==> config.mk <==
export PLATFORM = sky130hd
export DESIGN_NAME = pli_merge
export DESIGN_NICKNAME = d
export VERILOG_FILES = /design/src/rtl/core/pli_pkg.sv /design/src/rtl/core/pli_merge.sv
export SDC_FILE = /design/constraint.sdc
export NUM_CORES = 1
export LEC_CHECK = 0
export BUFFER_PORTS_ARGS = -buffer_cell sky130_fd_sc_hd__buf_2
export CAP_MARGIN = 40
export CORE_AREA = 2 2 207 209
export CTS_CLUSTER_SIZE = 25
export DETAILED_ROUTE_END_ITERATION = 16
export DIE_AREA = 0 0 209 211
export PLACE_DENSITY = 0.47
export SKIP_CTS_REPAIR_TIMING = 1
export SLEW_MARGIN = 20
export SYNTH_ARGS = -nofsm -noshare
export SYNTH_HDL_FRONTEND = slang
export SYNTH_SLANG_ARGS = --single-unit
==> constraint.sdc <==
create_clock -name clk -period 0.8 [get_ports clk]
set_input_delay 0.16 -clock clk [delete_from_list [all_inputs] [get_ports clk]]
set_output_delay 0.16 -clock clk [all_outputs]
set_load 0.01 [all_outputs]
==> src/rtl/core/pli_pkg.sv <==
// Package for the piecewise linear interpolator: widths, commands, sequencer states.
// No dependencies.
`timescale 1ns / 1ps
package pli_pkg;
	localparam int DEF_MAX_KNOTS = 64;
	localparam int DEF_LANES     = 4;
	localparam int DEF_FRAC_BITS = 16;
	localparam int MAX_LANES     = 4;
	localparam int W             = 32;

	typedef enum logic [1:0] {
		CMD_CLEAR  = 2'd0,
		CMD_APPEND = 2'd1,
		CMD_QUERY  = 2'd2,
		CMD_NONE   = 2'd3
	} cmd_t;

	typedef enum logic [3:0] {
		ST_IDLE,
		ST_ARD,     // append: read previous knot
		ST_AWAIT,
		ST_ADIV,    // append: serial division in the lanes
		ST_AWR,
		ST_SRCH,    // query: binary search step (read issued)
		ST_SCMP,
		ST_QRD,     // query: read segment data
		ST_QWAIT,
		ST_QMUL,
		ST_QADD,
		ST_OUT
	} state_t;

	// Control from the sequencer to the lanes.
	typedef struct packed {
		logic div_start;
		logic mul_start;
		logic add_start;
		logic inner;
		logic exact;
	} lane_ctl_t;

	typedef struct packed {
		logic signed [W-1:0] pos;
		logic signed [W-1:0] vel;
		logic signed [1:0]   acc;
	} lane_res_t;
endpackage

==> src/rtl/core/pli_merge.sv <==
// Output stage: gathers lane results into one registered result word.
// Depends on pli_pkg.
`timescale 1ns / 1ps
module pli_merge
	import pli_pkg::*;
#(
	parameter int LANES = DEF_LANES
) (
	input  logic                  clk,
	input  logic                  arst_n,
	input  logic                  load,
	input  logic                  empty,
	input  lane_res_t             lres [LANES],
	output logic                  busy,
	output logic                  m_tvalid,
	input  logic                  m_tready,
	output logic [8*W+7:0]        m_tdata
);
	logic [8*W+7:0] data_q;
	logic [8*W+7:0] data_d;
	logic           vld_q;
	always_ff @(posedge clk or negedge arst_n) begin
		if (!arst_n)
			vld_q <= 1'b0;
		else if (load)
			vld_q <= 1'b1;
		else if (m_tready)
			vld_q <= 1'b0;
	end
	always_comb begin
		data_d = '0;
		if (!empty)
			for (int i = 0; i < LANES; i++) begin
				data_d[i*W +: W]     = lres[i].pos;
				data_d[(4+i)*W +: W] = lres[i].vel;
				data_d[8*W+2*i +: 2] = lres[i].acc;
			end
	end
	always_ff @(posedge clk) begin
		if (load)
			data_q <= data_d;
	end
	assign m_tvalid = vld_q;
	assign m_tdata  = data_q;
	assign busy     = vld_q;
endmodule

==> results.py <==
metrics = {
    "timing": {
        "post-route-period-util": 1.659,
        "worst_slew_pin_slew_ns": 0.2604,
        "setup-violations-final": 266,
        "rsz0062_at_grt": "true",
        "timing.final.ws_setup_ns": -0.5275,
        "finalSetupTns_ns": -113.50,
        "skew_ns": 0,
        "final_period_minus_worst_setup_slack_ns": 1.328,
        "finalHoldViolations": 0,
        "final_number_of_max_transition_violations": 0,
        "slew_headroom": 0.8264,
        "clock.fmax_ghz": 0.7533,
    },
    "floorplan": {
        "fp.dieArea_um2": 44100,
        "coreArea_um2": 41760,
        "pin_count": 535,
        "number_of_cell_rows": 75,
        "fp.dieH_um": 211,
        "die_width_um": 209,
        "initial_utilization": 0.2339,
    },
    "drt": {
        "viasPerCell": 3.868,
        "drt-wirelength-per-cell_um": 16.21,
        "drt_wl_total_mm": 31.68,
        "post_route_antenna_net_violation_count": 0,
        "first_iter_violations": 320,
        "detailedRoute.firstPassIterationCount": 4,
        "num_vias": 7559,
        "route.detailed.drc": 0,
    },
    "grt": {
        "number_of_global_route_vias_before_repair": 6581,
        "grt_pass1_wl_mm": 41.35,
        "grt_antenna_before_repair": 0,
        "remaining_overflow_grt": 0,
        "grt_use_total": 0.1245,
        "grt_start_max_net_pins": 53,
    },
    "finish": {
        "antenna_cells": 0,
        "design.final.nets": 1663,
        "final-instance-count-excl-fill": 1954,
        "fillCellCount": 3924,
        "final_util": 0.4076,
        "drive_gt1_frac": 0.4283,
        "areaGrowthSynthToFinish_pct": 74.23,
    },
    "cts": {
        "cts_made_buffers": 31,
        "clock_sinks": 265,
        "cts_root_buffer": "sky130_fd_sc_hd__clkbuf_16",
        "clk_latency_ns": 0.54,
        "htree_levels": 1,
        "tritoncts_clock_tree": "built",
        "clock_path_buffers": 3,
        "path_clk_slew_ns": 0.06,
    },
    "place": {
        "place.detailed.hpwl_mm": 22.24,
        "dpl.cell_count": 1634,
        "io_buffers": 534,
        "weighted_congestion_at_the_end_of_routability_driven_global_placement": 0.7880,
        "dp_worst_slack_ns": -0.2805,
    },
    "power_and_ir_drop": {
        "p_seq_frac": 0.483,
        "share_clk_of_total_power": 0.381,
        "power.static_leakage_uw": 0.007035,
        "vdd_drop_max_v": 0.001534,
        "p_comb_frac": 0.136,
        "power-per-cell-area_nw_per_um2": 2045,
        "switching_share": 0.2321,
        "cellInternalPower_uw": 26730,
        "power.switching_uw": 8079,
    },
    "yosys": {
        "postSynthAreaPerCell_um2": 17.41,
        "ys.warnings.count": 0,
        "cells_after_synth": 561,
        "synthesis.area_um2": 9768,
        "post_synth_main_area_contributors": "sky130_fd_sc_hd__edfxtp_1, sky130_fd_sc_hd__nor2b_1, sky130_fd_sc_hd__buf_2",
        "post-synth-top-area-fraction": 0.8116,
        "nets_in_the_synthesized_netlist": 830,
        "yosys.area.top_type": "sky130_fd_sc_hd__edfxtp_1",
        "number_of_distinct_library_cell_variants_in_the_gate_level_netlist_after_synthesis": 7,
        "synth.ff_latch_count": 265,
        "synth_seq_area_share": 0.8141,
    },
    "setup_path": {
        "timing.critical_path.slowest_stage_cell": "sky130_fd_sc_hd__edfxtp_1",
        "critPathBufInv": 1,
        "crit_arrival_ns": 1.17,
        "critical-path-top-delay-family": "flip-flops",
        "crit_type": "reg2out",
        "worst-path-max-fanout": 1,
        "worst_setup_path_start_kind": "flop",
        "worst-endpoint-required_ns": 0.64,
        "biggest_cell_delay_along_the_critical_path_ns": 0.45,
        "timing.critical_path.cells": "buf_6",
        "setup.worst_path.end_class": "output pin",
    },
    "run_status": {
        "failed_checks": "setup timing",
        "outcome": "finished with violations",
    },
    "flow_run": {
        "drv.max_cap_violation_count": 0,
    },
    "hold_path": {
        "hold_path.class": "in2reg",
    },
}
## synthesized netlist by cell type, drive strengths merged
| master | n |
|---|---|
| a21o | 1 |
| inv | 1 |
| nor2b | 264 |
| dfrtp | 1 |
| buf | 30 |
| edfxtp | 264 |
## per-layer routing
metal / track usage / part of all wire
met5: 0 / 0
met4: 0.04507 / 0.022
met3: 0.03821 / 0.074
met2: 0.2109 / 0.51
met1: 0.1497 / 0.40
## final timing paths
kind	startpoint	end	slack, ns	depth (start not counted)
max	m_tdata[160]	m_tdata[160]	-0.53	1
min reg2reg	busy	busy	0.55	1
min in group asynchronous	arst_n	busy	0.45	3
min	lres[163]	m_tdata[189]	0.03	2
max in group asynchronous	arst_n	busy	0.25	3
max reg2reg	busy	busy	0.09	1
## per-stage QoR
stage	hold slack [ns]	power [uW]	instance area (um2)
2_1_floorplan	-0.1356	18320	9768
3_3_place_gp	-0.06424	20680	13320
3_5_place_dp	-0.06301	20710	13320
4_1_cts	-0.6640	34120	14250
5_1_grt	0.0004750	36150	17020
6_report	0.02633	34800	17020
## power by group through the flow
stage	clock network [uW]	logic, uW	registers, uW
floorplan	0	639	17700
global placement	0	3650	17000
detailed placement	0	3660	17100
CTS	13700	3660	16800
global route	14200	5100	16900
finish	13300	4740	16800
## layout make-up
type / instances / area, um2 / area share
Clock buffer: 37 / 798.3 / 0.04690
Timing Repair Buffer: 830 / 5798 / 0.3407
Inverter: 1 / 3.754 / 0.0002206
Clock inverter: 17 / 132.6 / 0.007793
Tap cell: 539 / 674.4 / 0.03963
Multi-Input combinational cell: 265 / 1659 / 0.09749
Sequential cell: 265 / 7953 / 0.4673
## flip-flops by register name, indices dropped and copies added (netlist names)
signal,flops
busy,1
m_tdata,264
## cells by family after synthesis
group / synth area share
AOI/OAI and AO/OA: 0.0007688
buffers and inverters: 0.01601
DFF: 0.8141
and+or+nand+nor: 0.1691
## placed cells by master (no fill, tap or decap)
master,n
sky130_fd_sc_hd__buf_6,17
sky130_fd_sc_hd__a21o_1,1
sky130_fd_sc_hd__buf_2,515
sky130_fd_sc_hd__bufinv_16,2
sky130_fd_sc_hd__buf_8,1
sky130_fd_sc_hd__edfxtp_1,264
sky130_fd_sc_hd__clkinv_2,7
sky130_fd_sc_hd__clkinv_1,6
sky130_fd_sc_hd__clkbuf_16,31
sky130_fd_sc_hd__dfrtp_1,1
sky130_fd_sc_hd__nor2b_1,264
sky130_fd_sc_hd__inv_1,1
sky130_fd_sc_hd__buf_12,9
sky130_fd_sc_hd__clkinvlp_4,2
sky130_fd_sc_hd__buf_4,21
sky130_fd_sc_hd__dlygate4sd3_1,266
sky130_fd_sc_hd__clkbuf_8,1
sky130_fd_sc_hd__clkbuf_1,6
(Power assumes the default switching activity.)
