[config.mk]
export PLATFORM = sky130hd
export DESIGN_NAME = pli_lane
export DESIGN_NICKNAME = d
export VERILOG_FILES = /design/src/rtl/core/pli_pkg.sv /design/src/rtl/core/pli_lane.sv
export SDC_FILE = /design/constraint.sdc
export NUM_CORES = 2
export LEC_CHECK = 0
export BUFFER_PORTS_ARGS = -buffer_cell sky130_fd_sc_hd__buf_2
export CELL_PAD_IN_SITES_DETAIL_PLACEMENT = 0
export CELL_PAD_IN_SITES_GLOBAL_PLACEMENT = 1
export CORE_UTILIZATION = 54
export DETAILED_ROUTE_END_ITERATION = 7
export PLACE_DENSITY_LB_ADDON = 0.1
export SLEW_MARGIN = 0
export SYNTH_ARGS = -nofsm -noshare
export SYNTH_HDL_FRONTEND = slang
export SYNTH_SLANG_ARGS = --single-unit
[constraint.sdc]
create_clock -name clk -period 21.9 [get_ports clk]
set_input_delay 3.285 -clock clk [delete_from_list [all_inputs] [get_ports clk]]
set_output_delay 3.285 -clock clk [all_outputs]
set_load 0.02 [all_outputs]
[src/rtl/core/pli_pkg.sv]
// Package for the piecewise linear interpolator: widths, commands, sequencer states.
// No dependencies.
`timescale 1ns / 1ps
package pli_pkg;
	localparam int DEF_MAX_KNOTS = 64;
	localparam int DEF_LANES     = 4;
	localparam int DEF_FRAC_BITS = 16;
	localparam int MAX_LANES     = 4;
	localparam int W             = 32;

	typedef enum logic [1:0] {
		CMD_CLEAR  = 2'd0,
		CMD_APPEND = 2'd1,
		CMD_QUERY  = 2'd2,
		CMD_NONE   = 2'd3
	} cmd_t;

	typedef enum logic [3:0] {
		ST_IDLE,
		ST_ARD,     // append: read previous knot
		ST_AWAIT,
		ST_ADIV,    // append: serial division in the lanes
		ST_AWR,
		ST_SRCH,    // query: binary search step (read issued)
		ST_SCMP,
		ST_QRD,     // query: read segment data
		ST_QWAIT,
		ST_QMUL,
		ST_QADD,
		ST_OUT
	} state_t;

	// Control from the sequencer to the lanes.
	typedef struct packed {
		logic div_start;
		logic mul_start;
		logic add_start;
		logic inner;
		logic exact;
	} lane_ctl_t;

	typedef struct packed {
		logic signed [W-1:0] pos;
		logic signed [W-1:0] vel;
		logic signed [1:0]   acc;
	} lane_res_t;
endpackage

[src/rtl/core/pli_lane.sv]
// One lane: serial slope divider, position multiply/add and slope-change sign.
// Depends on pli_pkg.
`timescale 1ns / 1ps
module pli_lane
	import pli_pkg::*;
#(
	parameter int FRAC_BITS = DEF_FRAC_BITS
) (
	input  logic                 clk,
	input  logic                 arst_n,
	input  lane_ctl_t            ctl,
	input  logic signed [W-1:0]  v_new,
	input  logic signed [W-1:0]  v_prev,
	input  logic [W-1:0]         dt_div,
	input  logic [W:0]           dt_q,
	input  logic signed [W-1:0]  slope_seg,
	input  logic signed [W-1:0]  slope_prv,
	input  logic signed [W-1:0]  v_seg,
	output logic signed [W-1:0]  slope_out,
	output logic                 div_busy,
	output lane_res_t            res
);
	localparam int NW = W + 1 + FRAC_BITS; // dividend magnitude width
	localparam int CW = $clog2(NW + 1);

	logic [NW-1:0] quo_q;
	logic [W:0]    rem_q;
	logic [W-1:0]  den_q;
	logic          neg_q;
	logic          zero_q;
	logic signed [W:0] dvs_q;
	logic [CW-1:0] cnt_q;
	logic          busy_q;

	logic signed [W:0] dv;
	logic [W:0]    dv_mag;
	logic [W+1:0]  trial;

	assign dv     = {v_new[W-1], v_new} - {v_prev[W-1], v_prev};
	assign dv_mag = dv[W] ? (~dv + 1'b1) : dv;
	assign trial  = {rem_q, quo_q[NW-1]} - {2'b00, den_q};

	always_ff @(posedge clk or negedge arst_n) begin
		if (!arst_n) begin
			busy_q <= 1'b0;
			cnt_q  <= '0;
		end else if (ctl.div_start) begin
			busy_q <= (dt_div != '0);
			cnt_q  <= CW'(NW);
		end else if (busy_q) begin
			cnt_q <= cnt_q - 1'b1;
			if (cnt_q == CW'(1))
				busy_q <= 1'b0;
		end
	end

	always_ff @(posedge clk) begin
		if (ctl.div_start) begin
			quo_q  <= {dv_mag, {FRAC_BITS{1'b0}}};
			rem_q  <= '0;
			den_q  <= dt_div;
			neg_q  <= dv[W];
			zero_q <= (dt_div == '0);
			dvs_q  <= dv;
		end else if (busy_q) begin
			if (!trial[W+1]) begin
				rem_q <= trial[W:0];
				quo_q <= {quo_q[NW-2:0], 1'b1};
			end else begin
				rem_q <= {rem_q[W-1:0], quo_q[NW-1]};
				quo_q <= {quo_q[NW-2:0], 1'b0};
			end
		end
	end
	assign div_busy = busy_q;

	// Saturate the signed quotient.
	localparam logic signed [W-1:0] SMAX = {1'b0, {(W-1){1'b1}}};
	localparam logic signed [W-1:0] SMIN = {1'b1, {(W-1){1'b0}}};
	always_comb begin
		if (zero_q)
			slope_out = (dvs_q == '0) ? '0 : (dvs_q[W] ? SMIN : SMAX);
		else if (!neg_q)
			slope_out = (quo_q > NW'(SMAX)) ? SMAX : quo_q[W-1:0];
		else
			slope_out = (quo_q > (NW'(SMAX) + 1'b1)) ? SMIN
				: W'(~quo_q[W-1:0] + 1'b1);
	end

	// Query: product dt * slope, then shift, clamp and add.
	logic signed [2*W+1:0] prod_q;
	logic signed [W-1:0]   vel_q;
	logic signed [W-1:0]   vseg_q;
	logic signed [1:0]     acc_q;
	logic signed [W-1:0]   pos_q;
	logic signed [2*W+1:0] qv;
	logic signed [W+3:0]   qc;
	logic signed [W+4:0]   sum;

	always_comb begin
		if (prod_q[2*W+1])
			qv = -((-prod_q) >>> FRAC_BITS);
		else
			qv = prod_q >>> FRAC_BITS;
		if (qv > (2*W+2)'(64'sd17179869184))
			qc = (W+4)'(64'sd17179869184);
		else if (qv < -(2*W+2)'(64'sd17179869184))
			qc = -(W+4)'(64'sd17179869184);
		else
			qc = qv[W+3:0];
		sum = (W+5)'(vseg_q) + (W+5)'(qc);
	end

	always_ff @(posedge clk) begin
		if (ctl.mul_start) begin
			vel_q  <= ctl.inner ? slope_seg : '0;
			// The time difference is signed: a query before the first knot gives a negative one.
			prod_q <= $signed(dt_q) * $signed(ctl.inner ? slope_seg : '0);
			vseg_q <= v_seg;
			if (ctl.inner && ctl.exact)
				acc_q <= (slope_seg > slope_prv) ? 2'sd1
					: ((slope_seg < slope_prv) ? -2'sd1 : 2'sd0);
			else
				acc_q <= 2'sd0;
		end
		if (ctl.add_start) begin
			if (sum > (W+5)'(SMAX))
				pos_q <= SMAX;
			else if (sum < (W+5)'(SMIN))
				pos_q <= SMIN;
			else
				pos_q <= sum[W-1:0];
		end
	end
	assign res = '{pos: pos_q, vel: vel_q, acc: acc_q};
endmodule

==> results.py <==
metrics = {
    "final_layout": {
        "syn2layout_area_growth_pct": 6.996,
        "final_common_cell": "inv_1",
        "fin_nets": 8318,
        "fin_area_sq_mm": 0.06386,
        "final_cell_mix": "inv_1 (1351), fa_1 (1116), nand2_1 (934), buf_2 (327), ha_1 (323)",
        "drive_gt1_share_pct": 8.714,
    },
    "timing": {
        "tightest_slew_ns": 1.248,
        "final_max_slew_viol_count": 0,
        "setup_slack_ns": 9.239,
        "relSlewSlack_pct": 16.68,
        "hold_viol_final": 0,
        "max_clock_freq_mhz": 78.99,
        "finalCritPeriodShare_pct": 57.81,
        "whs_ns": 0.4936,
        "finClkSkew_ns": 0.04790,
        "rsz0062_at_grt": "no",
        "setup-tns-final_ns": 0,
        "period_minus_slack_ns": 12.66,
        "finalSetupViolCount": 0,
    },
    "synthesis": {
        "seq_area_frac_synth_pct": 15.12,
        "yosys_register_bits": 318,
        "postSynthAreaPerCell_sq_um": 9.104,
        "ys_warn_count": 0,
        "ys_types": 99,
        "syn_inst": 6555,
        "syn-cell-area_sq_mm": 0.05968,
        "async_flop_share_pct": 2.201,
        "synth_nets": 8226,
        "synth_edf_count": 262,
        "synth_flop_cell": "edfxtp_1",
    },
    "detailed_routing": {
        "first_iter_violations": 3063,
        "drc": 0,
        "vias_per_cell": 5.675,
        "wl_per_cell_um": 20.87,
        "vias": 46290,
        "dr.pass1.iters": 6,
        "ant_nets": 0,
        "routed_wl_um": 170200,
    },
    "critical_path": {
        "critPathArrivalTime_ns": 13.03,
        "cpMostUsedCell": "fa_1",
        "regToRegStartpoint": "prod_q[15]",
        "critPathKind": "in2reg",
        "required_ns": 22.27,
        "setup.reg_to_reg.worst_slack_ns": 12.26,
        "timing.rr.end": "pos_q[14]",
        "path_max_fanout": 103,
        "max_stage_delay_ns": 1.01,
        "startpoint_type": "primary input",
        "r2r_cells": 29,
        "end_kind": "flop",
        "crit_slowest_cell": "and2_1",
    },
    "clocking": {
        "clk_pin_slew_ns": 0.06,
        "cts_tree": "yes",
        "htree_levels": 2,
        "insertion_delay_ns": 0.62,
        "ctsLongestPathBuffers": 3,
        "clock_sinks": 318,
        "cts_buffers": 41,
        "ctsResizeCount": 0,
        "cts_hold_buf": 0,
        "postCtsSetupBuffers": 0,
        "clock-root-buffer": "clkbuf_16",
    },
    "global_route": {
        "grt_pass1_wl_um": 271200,
        "grtUsageMet3_pct": 5.164,
        "grt_util_met2_pct": 51.02,
        "grt_overflow": 0,
        "antenna_found_initial": 6,
        "gr-max-usage-layer": "met2",
        "grt_pass1_vias": 47910,
        "use_met1_pct": 42.82,
        "grt_max_degree": 104,
        "grt_util_all_layers_pct": 31.14,
    },
    "placed_design": {
        "hpwl_um": 131600,
        "placed_cell_area_sq_mm": 0.06245,
        "gp_congestion": 0.9219,
        "dp_worst_setup_slack_ns": 8.763,
        "port_buffers": 330,
    },
    "min_path": {
        "hp-start": "rem_q[23]",
        "hold_depth": 2,
        "hold_path.class": "reg2reg",
        "holdPathEnd": "rem_q[23]",
    },
    "flow_run": {
        "drv_cap": 0,
    },
    "run_status": {
        "status": "finished clean",
    },
    "floorplanning": {
        "fp.dieH_um": 334.4,
        "rows": 121,
        "initial_utilization_pct": 54.67,
        "fp.dieW_um": 334.4,
        "io_pins": 331,
        "die_area_sq_mm": 0.1119,
        "coreArea_sq_mm": 0.1092,
    },
}
## cell usage after synthesis, drive strengths merged, types with 25 or more instances
cell	number	share of area, %
nand3	72	0.60
mux2i	63	1.1
a21o	99	1.2
a21oi	195	1.7
a21boi	25	0.36
xnor2	149	2.2
dfxtp	49	1.6
ha	323	6.8
edfxtp	262	13
and2	58	0.61
nand2	934	5.9
o21ai	141	1.2
nor2	186	1.2
o21a	68	0.86
and3	272	2.9
xor2	58	0.85
nor4	68	0.78
or3	41	0.44
a22o	31	0.45
o31ai	36	0.45
nor3	72	0.60
nand4	63	0.66
a211oi	60	0.75
buf	30	0.26
clkbuf	339	2.1
nor3b	26	0.33
fa	1116	37
inv	1351	8.5
nand2b	42	0.44
or2	46	0.48
## worst max-delay path, delay by kind of cell
family / cells / cell delay, ns
adders and majority gates: 9 / 4.43
AOI/OAI and AO/OA: 7 / 1.93
and+or+nand+nor: 4 / 1.60
buffers and inverters: 8 / 1.52
muxes: 1 / 0.15
## state kept, by name (all words and copies together) (netlist names)
signal / flops
pos_q: 32
den_q: 32
dvs_q: 32
neg_q: 1
cnt_q: 6
zero_q: 1
vel_q: 32
acc_q: 2
rem_q: 33
div_busy: 1
prod_q: 65
vseg_q: 32
quo_q: 49
## metal layers
metal	wire [um]	share of wire (%)	up-vias
met5	34	0.020	-
met4	5056	3.0	6
met2	79400	47	1587
met1	73340	43	23430
met3	12350	7.3	269
li1	-	-	21000
## stage by stage
step,std cells,util [%]
floorplan,6555,-
global placement,8080,57.22
detailed placement,8080,57.22
CTS,8155,58.50
global route,8155,58.50
finish,8156,58.50
## worst max-delay path by stage
stage                             to    from  slack, ns  cells after the start
after detailed placement  prod_q[62]  ctl[1]       8.76                     29
after floorplan           prod_q[62]  ctl[1]      10.36                     33
final                     prod_q[62]  ctl[1]       9.24                     29
after CTS                 prod_q[62]  ctl[1]       9.45                     29
after global routing      prod_q[58]  ctl[1]       8.75                     29
after global placement    prod_q[58]  ctl[1]       9.03                     29
## kinds of logic (layout without fill, tap and decap cells)
family	Yosys count	count (layout)	share of synthesized area, %
compound gates	851	851	9.831
buf+inv	1721	1845	10.90
simple gates	1953	1953	15.79
xor+xnor	207	207	3.038
flops	318	318	15.12
fa+ha+maj	1439	1439	44.21
mux	66	66	1.113
other cells	0	1	0
## area by class of cell
class | instances | area (sq um)
Inverter | 1352 | 5075
Timing Repair Buffer | 418 | 2327
Clock buffer | 44 | 1037
Clock inverter | 31 | 360.3
Tap cell | 1476 | 1847
Fill cell | 9843 | 45300
Multi-Input combinational cell | 4516 | 44180
Sequential cell | 318 | 9025
Antenna cell | 1 | 2.502
Power is left out: the tool's default activity adds up to more than one toggle a clock period on the data nets, which glitch-free logic cannot reach.
